--- src/hw/rtl/assert_macros.svh ---
// Assertion helpers shared by the fifo, scan-control and top-level RTL files.
`ifndef ASSERT_MACROS_SVH
`define ASSERT_MACROS_SVH

// Checks prop at every clock edge while reset is low.
`define ASSERT_CLK(label, clk, rst, prop, msg) \
   label: assert property (@(posedge clk) disable iff (rst) (prop)) else $error(msg);

// Checks that trig implies prop on the next edge while reset is low.
`define ASSERT_NEXT(label, clk, rst, trig, prop, msg) \
   label: assert property (@(posedge clk) disable iff (rst) (trig) |=> (prop)) else $error(msg);

`endif

--- src/hw/rtl/mfbs_pkg.sv ---
package mfbs_pkg;

   // Panel geometry
   localparam int LINE_PIXELS = 128;
   localparam int LINE_COUNT  = 128;
   localparam int ROW_BYTES   = 8;

   // Two bytes per pixel column, each pixel held for four bytes
   localparam int SCAN_COLS   = 2 * LINE_PIXELS;

   localparam int STORE_DEPTH = 512;
   localparam int STORE_AW    = 9;
   localparam int BYTE_W      = 8;
   localparam int WORD_W      = 9;
   localparam int COL_W       = 9;
   localparam int LINE_W      = 8;
   localparam int ADDR_SUM_W  = 12;

   localparam logic [1:0] OP_WRITE = 2'd0;
   localparam logic [1:0] OP_START = 2'd1;
   localparam logic [1:0] OP_TICK  = 2'd2;

   localparam logic [BYTE_W-1:0] OPCODE_RESET = 8'd44;
   localparam logic [WORD_W-1:0] DATA_FLAG    = 9'h100;
   localparam logic [2:0]        BYTE_MSB     = 3'd7;

   localparam int FIFO_DEPTH = 4;
   localparam int FIFO_PTR_W = 2;
   localparam int FIFO_CNT_W = 3;

   // Scan step handed from the address stage to the pixel stage
   typedef struct packed {
      logic       valid;
      logic       start;
      logic       even;
      logic       load;
      logic [2:0] bitpos;
      logic       done;
   } stage_type;

   typedef struct packed {
      logic              last;
      logic              done;
      logic [WORD_W-1:0] word;
   } rsp_entry_type;

endpackage

--- src/hw/rtl/mfbs_ram.sv ---
module mfbs_ram #(
   parameter int WIDTH = 8,
   parameter int DEPTH = 512
) (
   input  logic                     clock,
   input  logic                     wr_en,
   input  logic [$clog2(DEPTH)-1:0] addr,
   input  logic [WIDTH-1:0]         wr_data,
   output logic [WIDTH-1:0]         rd_data
);

   logic [WIDTH-1:0] mem [DEPTH];
   logic [WIDTH-1:0] rd_data_ff;

   always_ff @(posedge clock) begin
      if (wr_en) begin
         mem[addr] <= wr_data;
      end
      rd_data_ff <= mem[addr];
   end

   assign rd_data = rd_data_ff;

endmodule

--- src/hw/rtl/mfbs_rsp_fifo.sv ---
module mfbs_rsp_fifo
   import mfbs_pkg::*;
(
   input  logic                  clock,
   input  logic                  reset,
   input  logic [1:0]            push_n,
   input  rsp_entry_type         push_e0,
   input  rsp_entry_type         push_e1,
   input  logic                  pop,
   output logic                  not_empty,
   output rsp_entry_type         head,
   output logic [FIFO_CNT_W-1:0] count
);

`include "assert_macros.svh"

   rsp_entry_type           mem_ff [FIFO_DEPTH];
   logic [FIFO_PTR_W-1:0]   wp_ff, wp_in;
   logic [FIFO_PTR_W-1:0]   rp_ff, rp_in;
   logic [FIFO_CNT_W-1:0]   count_ff, count_in;
   logic [FIFO_PTR_W-1:0]   wp_next;

   assign wp_next = wp_ff + FIFO_PTR_W'(1);

   always_comb begin
      wp_in    = wp_ff + FIFO_PTR_W'(push_n);
      rp_in    = pop ? rp_ff + FIFO_PTR_W'(1) : rp_ff;
      count_in = count_ff + FIFO_CNT_W'(push_n) - FIFO_CNT_W'(pop);
   end

   always_ff @(posedge clock) begin
      if (reset) begin
         wp_ff    <= '0;
         rp_ff    <= '0;
         count_ff <= '0;
      end else begin
         wp_ff    <= wp_in;
         rp_ff    <= rp_in;
         count_ff <= count_in;
      end
   end

   always_ff @(posedge clock) begin
      if (push_n != 2'd0) begin
         mem_ff[wp_ff] <= push_e0;
      end
      if (push_n == 2'd2) begin
         mem_ff[wp_next] <= push_e1;
      end
   end

   assign not_empty = (count_ff != '0);
   assign head      = mem_ff[rp_ff];
   assign count     = count_ff;

   `ASSERT_CLK(a_fifo_no_overflow, clock, reset,
      (count_ff + FIFO_CNT_W'(push_n) <= FIFO_CNT_W'(FIFO_DEPTH)),
      "response fifo overflow")
   `ASSERT_CLK(a_fifo_no_underflow, clock, reset, (!pop || count_ff != '0),
      "response fifo pop while empty")

endmodule

--- src/hw/rtl/mfbs_scan_ctrl.sv ---
module mfbs_scan_ctrl
   import mfbs_pkg::*;
(
   input  logic                clock,
   input  logic                reset,
   input  logic                req_go,
   input  logic [1:0]          operation,
   input  logic [STORE_AW-1:0] write_address,
   input  logic [BYTE_W-1:0]   write_data,
   output logic                ram_we,
   output logic [STORE_AW-1:0] ram_addr,
   output logic [BYTE_W-1:0]   ram_wdata,
   output stage_type           stage
);

`include "assert_macros.svh"

   logic [COL_W-1:0]      col_ff, col_in;
   logic [LINE_W-1:0]     line_ff, line_in;
   logic                  busy_ff, busy_in;
   stage_type             stage_ff, stage_in;

   logic                  start_go;
   logic                  step_go;
   logic                  wrap;
   logic                  done;
   logic [COL_W:0]        col_inc;
   logic [LINE_W:0]       line_next;
   logic [ADDR_SUM_W-1:0] addr_sum;

   // Byte under the current column: row pair times row bytes plus column / 32
   assign addr_sum = ADDR_SUM_W'(line_ff[LINE_W-1:1]) * ADDR_SUM_W'(ROW_BYTES)
                   + ADDR_SUM_W'(col_ff[COL_W-1:5]);

   always_comb begin
      ram_we    = 1'b0;
      start_go  = 1'b0;
      step_go   = 1'b0;
      ram_wdata = write_data;
      if (req_go) begin
         unique case (operation)
            OP_WRITE: ram_we = 1'b1;
            OP_START: start_go = !busy_ff;
            OP_TICK:  step_go = busy_ff;
            default:  ;
         endcase
      end
      step_go  = step_go | start_go;
      ram_addr = step_go ? addr_sum[STORE_AW-1:0] : write_address;

      col_inc   = {1'b0, col_ff} + (COL_W+1)'(1);
      wrap      = col_inc >= (COL_W+1)'(SCAN_COLS);
      line_next = wrap ? {1'b0, line_ff} + (LINE_W+1)'(1) : {1'b0, line_ff};
      done      = line_next >= (LINE_W+1)'(LINE_COUNT);

      col_in  = col_ff;
      line_in = line_ff;
      busy_in = busy_ff;
      if (start_go) begin
         busy_in = 1'b1;
      end
      if (step_go) begin
         col_in  = (wrap || done) ? '0 : col_inc[COL_W-1:0];
         line_in = done ? '0 : line_next[LINE_W-1:0];
         if (done) begin
            busy_in = 1'b0;
         end
      end

      stage_in.valid  = step_go;
      stage_in.start  = start_go;
      stage_in.even   = !line_ff[0];
      stage_in.load   = line_ff[0] && (col_ff[1:0] == 2'd0);
      stage_in.bitpos = col_ff[4:2];
      stage_in.done   = done;
   end

   always_ff @(posedge clock) begin
      if (reset) begin
         col_ff         <= '0;
         line_ff        <= '0;
         busy_ff        <= 1'b0;
         stage_ff.valid <= 1'b0;
      end else begin
         col_ff         <= col_in;
         line_ff        <= line_in;
         busy_ff        <= busy_in;
         stage_ff.valid <= stage_in.valid;
      end
      stage_ff.start  <= stage_in.start;
      stage_ff.even   <= stage_in.even;
      stage_ff.load   <= stage_in.load;
      stage_ff.bitpos <= stage_in.bitpos;
      stage_ff.done   <= stage_in.done;
   end

   assign stage = stage_ff;

   `ASSERT_CLK(a_idle_rewound, clock, reset,
      (busy_ff || (col_ff == '0 && line_ff == '0)),
      "scan counters not rewound while idle")
   `ASSERT_NEXT(a_start_sets_busy, clock, reset, start_go, busy_ff,
      "frame start did not set busy")

endmodule

--- src/hw/rtl/mono_framebuffer_lcd_scanout_unit.sv ---
// Mono framebuffer scanout to a 9-bit SPI LCD.
// Request channel (req_*): tuser carries the operation (write byte, start
// frame, transmit-ready tick); tdata carries address and byte for writes.
// Response channel (rsp_*): one 9-bit SPI word per transfer, bit 8 set for
// data; tuser flags the last word of a frame, tlast the final response of
// a request. A start gives two responses (RAM-write opcode, first data
// word), a tick while busy gives one, writes and ignored requests none.
// csr_wr_en/csr_wr_data load the RAM-write opcode (44 after reset).
// The first response passes the registered store read and stage, then
// the response fifo. Throughput: one request per cycle while the fifo
// has room; the single port of the frame store serves either the write
// or the scan read of the request, and the fifo sets the only backpressure.
// When rsp_tready is low the 4-entry response fifo absorbs in-flight work
// and req_tready drops once fewer than two free slots remain.
// Reset clears counters, busy, held pixel level and the fifo; the frame
// store is not cleared and needs no sweep.
module mono_framebuffer_lcd_scanout_unit
   import mfbs_pkg::*;
(
   input  logic        clock,
   input  logic        reset,
   // request channel
   input  logic        req_tvalid,
   output logic        req_tready,
   input  logic [23:0] req_tdata,  // [8:0] write_address, [16:9] write_data, rest zero
   input  logic [1:0]  req_tuser,  // [1:0] operation
   // response channel
   output logic        rsp_tvalid,
   input  logic        rsp_tready,
   output logic [15:0] rsp_tdata,  // [8:0] spi_word, rest zero
   output logic        rsp_tuser,  // [0] frame_done
   output logic        rsp_tlast,
   // opcode register
   input  logic        csr_wr_en,
   input  logic [7:0]  csr_wr_data
);

`include "assert_macros.svh"

   logic [BYTE_W-1:0]     opcode_ff, opcode_in;
   logic                  held_ff, held_in;

   logic                  req_go;
   logic                  ram_we;
   logic [STORE_AW-1:0]   ram_addr;
   logic [BYTE_W-1:0]     ram_wdata;
   logic [BYTE_W-1:0]     ram_rdata;
   stage_type             stage;

   logic [1:0]            push_n;
   rsp_entry_type         push_e0;
   rsp_entry_type         push_e1;
   rsp_entry_type         head;
   logic                  fifo_ne;
   logic [FIFO_CNT_W-1:0] fifo_count;
   logic [FIFO_CNT_W-1:0] fill_sum;
   logic [WORD_W-1:0]     data_word;

   // Responses already owed by the pixel stage count against fifo room
   assign fill_sum   = fifo_count + FIFO_CNT_W'(push_n);
   assign req_tready = fill_sum <= FIFO_CNT_W'(FIFO_DEPTH - 2);
   assign req_go     = req_tvalid && req_tready;

   mfbs_ram #(
      .WIDTH (BYTE_W),
      .DEPTH (STORE_DEPTH)
   ) u_frame_store (
      .clock   (clock),
      .wr_en   (ram_we),
      .addr    (ram_addr),
      .wr_data (ram_wdata),
      .rd_data (ram_rdata)
   );

   mfbs_scan_ctrl u_scan_ctrl (
      .clock         (clock),
      .reset         (reset),
      .req_go        (req_go),
      .operation     (req_tuser),
      .write_address (req_tdata[8:0]),
      .write_data    (req_tdata[16:9]),
      .ram_we        (ram_we),
      .ram_addr      (ram_addr),
      .ram_wdata     (ram_wdata),
      .stage         (stage)
   );

   // Pixel stage: even lines are black, odd lines sample a new pixel every
   // fourth byte and hold it in between.
   always_comb begin
      held_in = held_ff;
      if (stage.valid) begin
         if (stage.even) begin
            held_in = 1'b0;
         end else if (stage.load) begin
            held_in = ram_rdata[BYTE_MSB - stage.bitpos];
         end
      end
      data_word = DATA_FLAG | {1'b0, {BYTE_W{held_in}}};

      opcode_in = csr_wr_en ? csr_wr_data : opcode_ff;

      push_n  = 2'd0;
      push_e0 = '{last: 1'b1, done: stage.done, word: data_word};
      push_e1 = '{last: 1'b1, done: stage.done, word: data_word};
      if (stage.valid) begin
         if (stage.start) begin
            push_n  = 2'd2;
            push_e0 = '{last: 1'b0, done: 1'b0, word: {1'b0, opcode_ff}};
         end else begin
            push_n = 2'd1;
         end
      end
   end

   always_ff @(posedge clock) begin
      if (reset) begin
         opcode_ff <= OPCODE_RESET;
         held_ff   <= 1'b0;
      end else begin
         opcode_ff <= opcode_in;
         held_ff   <= held_in;
      end
   end

   mfbs_rsp_fifo u_rsp_fifo (
      .clock     (clock),
      .reset     (reset),
      .push_n    (push_n),
      .push_e0   (push_e0),
      .push_e1   (push_e1),
      .pop       (rsp_tvalid && rsp_tready),
      .not_empty (fifo_ne),
      .head      (head),
      .count     (fifo_count)
   );

   assign rsp_tvalid = fifo_ne;
   assign rsp_tdata  = {{(16 - WORD_W){1'b0}}, head.word};
   assign rsp_tuser  = head.done;
   assign rsp_tlast  = head.last;

   `ASSERT_NEXT(a_accept_room, clock, reset, req_go,
      (fifo_count + FIFO_CNT_W'(push_n) <= FIFO_CNT_W'(FIFO_DEPTH)),
      "request taken without fifo room for its responses")

endmodule
--- config.mk ---
export PLATFORM = sky130hd
export DESIGN_NAME = mono_framebuffer_lcd_scanout_unit
export DESIGN_NICKNAME = d
export VERILOG_FILES = /design/src/hw/rtl/mfbs_pkg.sv /design/src/hw/rtl/mfbs_ram.sv /design/src/hw/rtl/mfbs_rsp_fifo.sv /design/src/hw/rtl/mfbs_scan_ctrl.sv /design/src/hw/rtl/mono_framebuffer_lcd_scanout_unit.sv
export VERILOG_INCLUDE_DIRS = /design/src /design/src/hw/rtl
export SDC_FILE = /design/constraint.sdc
export NUM_CORES = 2
export LEC_CHECK = 0
export BUFFER_PORTS_ARGS = -buffer_cell sky130_fd_sc_hd__buf_2
export CAP_MARGIN = 20
export CORE_MARGIN = 4
export CORE_UTILIZATION = 45
export CTS_CLUSTER_DIAMETER = 100
export DETAILED_ROUTE_END_ITERATION = 7
export PLACE_DENSITY = 0.59
export SLEW_MARGIN = 20
export SYNTH_ARGS = -nofsm -noshare
export SYNTH_HDL_FRONTEND = slang
export SYNTH_MEMORY_MAX_BITS = 65536
export SYNTH_SLANG_ARGS = --single-unit
--- constraint.sdc ---
create_clock -name clock -period 5.39 [get_ports clock]
set_input_delay 0 -clock clock [delete_from_list [all_inputs] [get_ports clock]]
set_output_delay 0 -clock clock [all_outputs]
set_load 0.01 [all_outputs]
[Word-level counts from Yosys, hierarchy flattened]
Memory sizes are Yosys's and may differ from the RTL's. A register that Yosys moved wholly into a read port is not among the register bits.
Cells that the tools add are included.
Storage, ports and cells
  register bits: 42
  memory bits (writable): 4140
  input bits: 39
  word-level logic and storage cells: 73
  memories: 2
Memories
  u_frame_store.mem: depth 512, bits a word 8, rd ports 1, clocked after memory_dff 1, write ports 1, line mfbs_ram.sv:12  | logic [WIDTH-1:0] mem [DEPTH];
  u_rsp_fifo.mem_ff: depth 4, bits a word 11, rd ports 1, clocked after memory_dff 1, write ports 2, line mfbs_rsp_fifo.sv:17  | rsp_entry_type mem_ff [FIFO_DEPTH];
Cells by class
  $add $sub $neg: 9
  magnitude comparators: 4
  equal/unequal tests: 3
  multiplexer cells: 30
  bitwise operators: 1
  reduce and logical (&&, ||, !) cells: 10
Operators by type and width (count)
  two-way mux 9 bit: 3
  two-way mux 11 bit: 2
  two-way mux 1 bit: 19
  adder 9 x 1 -> 10 bit (second input constant): 1
  >= comparator 10 x 9 -> 1 bit (second input constant): 1
  adder 8 x 1 -> 9 bit (second input constant): 1
  adder 9 x 4 -> 9 bit: 1
  >= comparator 9 x 8 -> 1 bit (second input constant): 1
  two-way mux 2 bit: 4
  two-way mux 8 bit: 1
  adder 2 x 1 -> 2 bit (second input constant): 2
  equality test 2 bit (second input constant): 2
  logical NOT 2 bit: 2
  < comparator 3 x 4 -> 1 bit (second input constant): 1
  adder 3 x 2 -> 3 bit: 1
  binary-select mux 1 bit (select 3 bit): 1
  less-or-equal comparator 3 x 2 -> 1 bit (second input constant): 1
  logical AND 1 bit: 3
  nonzero test 3 bit: 1
  subtractor 3 x 1 -> 3 bit: 1
  subtractor 3 bit (first input constant): 1
  adder 2 bit: 1
  equality test 2 x 1 -> 1 bit (second input constant): 1
  logical NOT 1 bit: 2
  other kinds (3): 3

[Depth between registers and ports, before layout]
  word-level depth: 9
  mapped depth: 21
  gate-level depth less buffers: 14

[Modules after synthesis]
Synthesis repeated with hierarchy kept, for this count alone.
Unflattened totals
  cell total of the unflattened synthesis: 7972
  area, all modules: 163106.4 um^2
By module, submodules not included
  mfbs_ram: times used 1, cells an instance 7575, area each 158359.4 um^2, seq. area each 123158.1 um^2
  mfbs_rsp_fifo: times used 1, cells an instance 151, area each 2593.7 um^2, seq. area each 1501.4 um^2
  mfbs_scan_ctrl: times used 1, cells an instance 168, area each 1487.7 um^2, seq. area each 520.5 um^2
  mono_framebuffer_lcd_scanout_unit: times used 1, cells an instance 78, area each 665.6 um^2, seq. area each 180.2 um^2

[Worst setup path after synthesis]
Ideal clock, no wire load.
  path type: flip-flop to flip-flop
  start point: reg u_scan_ctrl.stage_ff, in the netlist u_scan_ctrl.stage[7]
  end point: mem u_frame_store.mem[36][0] (enable)
  setup time: 370 ps
  data arrival time: 4219 ps
  path slack: 801 ps
  stages on the path, launching flop included: 19
  period minus slack after synthesis: 4589 ps
  cell sequence: dfxtp_1 -> clkbuf_1 -> nor2b_1 -> ha_1 -> inv_1 -> fa_1 -> xnor2_1 -> a2111o_1 -> buf_6 -> buf_6 -> nor3b_1 -> a31oi_4 -> buf_2 -> buf_4 -> buf_2 -> or3_1 -> clkbuf_1 -> clkbuf_1 -> nor2_1
On the way
  word-level cells in the longest chain between the ends: 7
  elaborated cells between the ends (all ways): 11
Ends and longest elaborated chain
  start, declared: line mfbs_scan_ctrl.sv:21  | stage_type stage_ff, stage_in;
  two-way mux 2 bit (*): line mono_framebuffer_lcd_scanout_unit.sv:106  | if (stage.valid) begin
  adder 3 x 2 -> 3 bit (*): line mono_framebuffer_lcd_scanout_unit.sv:60  | assign fill_sum = fifo_count + FIFO_CNT_W'(push_n);
  less-or-equal comparator 3 x 2 -> 1 bit (*): line mono_framebuffer_lcd_scanout_unit.sv:61  | assign req_tready = fill_sum <= FIFO_CNT_W'(FIFO_DEPTH - 2);
  logical AND 1 bit (*): line mono_framebuffer_lcd_scanout_unit.sv:62  | assign req_go = req_tvalid && req_tready;
  two-way mux 1 bit: line mfbs_scan_ctrl.sv:40  | if (req_go) begin
  bitwise OR 1 bit / two-way mux 1 bit (equally long branches): line mfbs_scan_ctrl.sv:48, mfbs_ram.sv:16
  two-way mux 9 bit / two-way mux 1 bit (equally long branches): line mfbs_scan_ctrl.sv:49, mfbs_ram.sv:17
  end, declared: line mfbs_ram.sv:12
Every way passes the cells marked *; elsewhere a longest branch is shown, timed or not.

[Final worst setup path]
  start point: reg u_scan_ctrl.stage_ff, in the netlist u_scan_ctrl.stage[7]
  end point: reg u_frame_store.rd_data_ff[7], in the netlist u_frame_store.rd_data[7] (read register of u_frame_store.mem)
On the way
  word-level cells in the longest chain between the ends: 7
  elaborated cells between the ends (all ways): 8
Ends and longest elaborated chain
  two-way mux 2 bit (*): line mono_framebuffer_lcd_scanout_unit.sv:106
  adder 3 x 2 -> 3 bit (*): line mono_framebuffer_lcd_scanout_unit.sv:60
  less-or-equal comparator 3 x 2 -> 1 bit (*): line mono_framebuffer_lcd_scanout_unit.sv:61
  logical AND 1 bit (*): line mono_framebuffer_lcd_scanout_unit.sv:62
  two-way mux 1 bit: line mfbs_scan_ctrl.sv:40
  bitwise OR 1 bit (*): line mfbs_scan_ctrl.sv:48  | step_go = step_go | start_go;
  two-way mux 9 bit (*): line mfbs_scan_ctrl.sv:49  | ram_addr = step_go ? addr_sum[STORE_AW-1:0] : write_address;
  end, declared: line mfbs_ram.sv:13  | logic [WIDTH-1:0] rd_data_ff;
Marked as above.
A chain may end at the register's enable or synchronous reset.

==> metrics.txt <==
crit path kind=reg2reg; vias per cell=6.30; post-synthesis average cell area=17.1 µm²; Mapped Cells=9162; clock power share=40.2%; power per cell area=390 nW/µm²; Worst Setup Start Kind=flip-flop; HPWL after DPL=272000 µm; cell area after synthesis=156000 µm²; fraction of layout cells with a size suffix above 1=15.1%; GRT overflow=0; Post-Layout Cell Count=14700; initial core utilization=45.2%; critical path's top delay family=simple AND/OR/NAND/NOR gates; distinct cell type count after synthesis=71; commonest non-fill, non-tap cells in the layout=4132 x edfxtp_1, 1494 x a22oi_1, 758 x a21oi_1, 687 x buf_4, 589 x nor2_1; Tightest Hold Check Type=in2reg; CORE AREA=346000 µm²; Leak Pwr=56.2 nW; Longest Clk Path Bufs=4; Die Wd=597 µm; Max stage delay on crit path=570 ps; Int Pwr=0.0539 W; Root Driver=clkbuf_16; skew final=72.1 ps; Global Route Usage Sum=24.9%; drt pass-1 iters=8; Worst Path Max Fanout=62; Seq cells post-synth=4188; WL final=457000 µm; Post-synth EDFFs=4132; vias in the first global route=90300; Final ANT Viol Nets=0; FMAX=189 MHz; sw frac=23.7%; Area growth, synth to finish=16.0%; final setup fails=0; worst endpoint required time=6220 ps; Placed Cells=13900; sequential cell area fraction in the yosys report=80.1%; drt drc=0; unrepaired setup endpoints after global routing=yes; sequential power share=50.8%; Slew HR=23.0%; data arrival time of the worst path=6110 ps; Starting DRT DRC Count=13000; H-tree level count=5; DR vias=93000; critical path cell sequence=nor2b_2 > ha_1 > inv_1 > fa_1 > nor2b_1 > a2111o_2 > buf_12 > mux2i_4 > buf_12 > buf_12 > buf_4 > a22oi_1 > a21oi_1 > nor4_1 > o22ai_1 > o21ai_4 > buf_4 > nand4_1 > or3_1; buffer and inverter count on the worst path=6; Die Y=597 µm; initial antenna violation count=27; # port buffers=44; first-pass GRT wire length=653000 µm; dpl cell area=167000 µm²; fill count=27500; CTS clock-pin slew for the worst setup and hold paths=60 ps; most used cell along the critical path=buf_12; Wirelength per Cell=31.0 µm; max_cap viols=0; crit path capture type=flip-flop; Slew Limit Fails=0; Hold Vio Cnt, Final=0; Routability Congestion=0.892; number of core rows=216; die area=357000 µm²; Worst-Skew Late Latency=950 ps; CTS buffer count=424; Yosys warning count=0; Psw=0.0167 W; I/O pins=59; pin count of the biggest net entering global routing=172; Post-synth top flop=edfxtp_1; TritonCTS clock tree=done; commonest non-fill, non-tap cell in the layout=edfxtp_1; post-route clock period utilization=98.0%; design area=181000 µm²; slowest CP cell=nor4_1; min cycle time layout=5280 ps; ys async rst share=0%; Slew @ Worst Pin=1160 ps; clock sinks=4188; worst vdd ir=0.000309 V; Logic pwr share=9.0%; Final nets=9846; status=finished, final reports clean
[stage by stage]
step | util (%) | TNS, ps | setup slack (ps) | hold slack, ps | total power, W
2_1_floorplan | - | 0 | 801 | 88.3 | 0.0395
3_3_place_gp | 48.3 | -2980 | -927 | 210 | 0.0427
3_5_place_dp | 48.3 | -1840 | -551 | 214 | 0.0427
4_1_cts | 52.3 | 0 | 4.55 | 41.7 | 0.0708
5_1_grt | 52.4 | -1210 | -51.3 | 123 | 0.0726
6_report | 52.4 | 0 | 108 | 89.7 | 0.0706
[metal layers]
metal	vias to the layer above	global-route usage, %	wire length, µm	part of all wire, %
met5	-	0	29	0.0063
met4	4	8.28	15900	3.5
met3	798	4.31	41400	9.1
met2	5082	39.4	216000	47
met1	47800	35.1	184000	40
li1	39200	-	-	-
[cells by family (layout without fill, tap and decap cells)]
family                     Yosys count  count (layout)  share of synthesized area (%)
AOI/OAI and AO/OA                 3234            3234                           14.5
muxes                               24              24                          0.258
xor gates and xnor gates            23              23                          0.129
and+or+nand+nor                    951             951                           2.73
DFF                               4188            4188                           80.1
adders and majority gates           10              10                         0.0849
buffers and inverters              731            1718                           2.15
other                                1              20                        0.00240
[flip-flops by register name (all words and copies together), names as in the netlist, named ones only]
name / cells
u_rsp_fifo.count: 3
opcode_ff: 8
u_rsp_fifo.mem_ff: 40
u_rsp_fifo.wp_ff: 2
u_frame_store.mem: 4096
held_ff: 1
u_scan_ctrl.col_ff: 9
u_frame_store.rd_data: 8
u_scan_ctrl.stage: 8
u_rsp_fifo.rp_ff: 2
u_scan_ctrl.line_ff: 8
u_scan_ctrl.busy_ff: 1
[power by group through the flow]
stage               combinational [W]  clock, W  sequential, W
floorplan                     0.00293         0         0.0365
global route                  0.00662    0.0301         0.0359
CTS                           0.00624    0.0287         0.0359
finish                        0.00633    0.0284         0.0359
detailed placement            0.00616         0         0.0366
global placement              0.00610         0         0.0366
[worst reg2reg max path, delay by kind of cell (launching register included)]
kind,cells,cell delay [ps]
AO/OA/AOI/OAI,5,1360
flip-flops,1,350
buffers and inverters,6,1140
AND/OR/NAND/NOR,5,1360
multiplexers,1,280
adder cells (fa/ha/maj),2,710
[synthesized netlist by cell type (17+ instances only)]
library cell | count | area share, %
nand4_1 | 25 | 0.10
buf_2 | 354 | 1.1
nor4_1 | 168 | 0.67
nand2_1 | 86 | 0.21
a21oi_1 | 759 | 2.4
clkbuf_1 | 182 | 0.44
nor2_1 | 592 | 1.4
o22ai_1 | 219 | 0.88
dfxtp_1 | 56 | 0.72
o21ai_0 | 104 | 0.33
a22o_1 | 280 | 1.6
buf_4 | 32 | 0.15
buf_1 | 141 | 0.34
o41ai_1 | 17 | 0.095
a22oi_1 | 1495 | 7.2
edfxtp_1 | 4132 | 79
a221oi_1 | 281 | 1.6
a21boi_0 | 19 | 0.091
[final timing paths]
kind                    startpoint                       end  slack (ps)  cells after the start
min                     rsp_tready       u_rsp_fifo.rp_ff[0]          90                      5
max reg2reg   u_scan_ctrl.stage[7]  u_frame_store.rd_data[7]         110                     19
min reg2reg  u_scan_ctrl.col_ff[2]      u_scan_ctrl.stage[1]         420                      0
max           u_scan_ctrl.stage[7]  u_frame_store.rd_data[7]         110                     19
[final cells by class]
cell class,instances,area [µm²],area share [%]
clock inverter,267,2390,1.32
sequential,4188,125000,69.1
timing repair buffer,919,8710,4.81
tap,4578,5730,3.16
clock buffer,517,11000,6.09
inverter,15,56.3,0.0311
antenna,13,32.5,0.0179
multi-input combinational,4249,28100,15.5
[repair_timing]
action	CTS	global route
buffers inserted	2	5
cloned	1	1
setup endpoints to repair	4	97
hold buffers	50	0
pin swaps	3	3
gates resized for setup	16	25
endpoints found under the hold margin	1285	0
No activity file was read; power rests on OpenSTA's default activity.
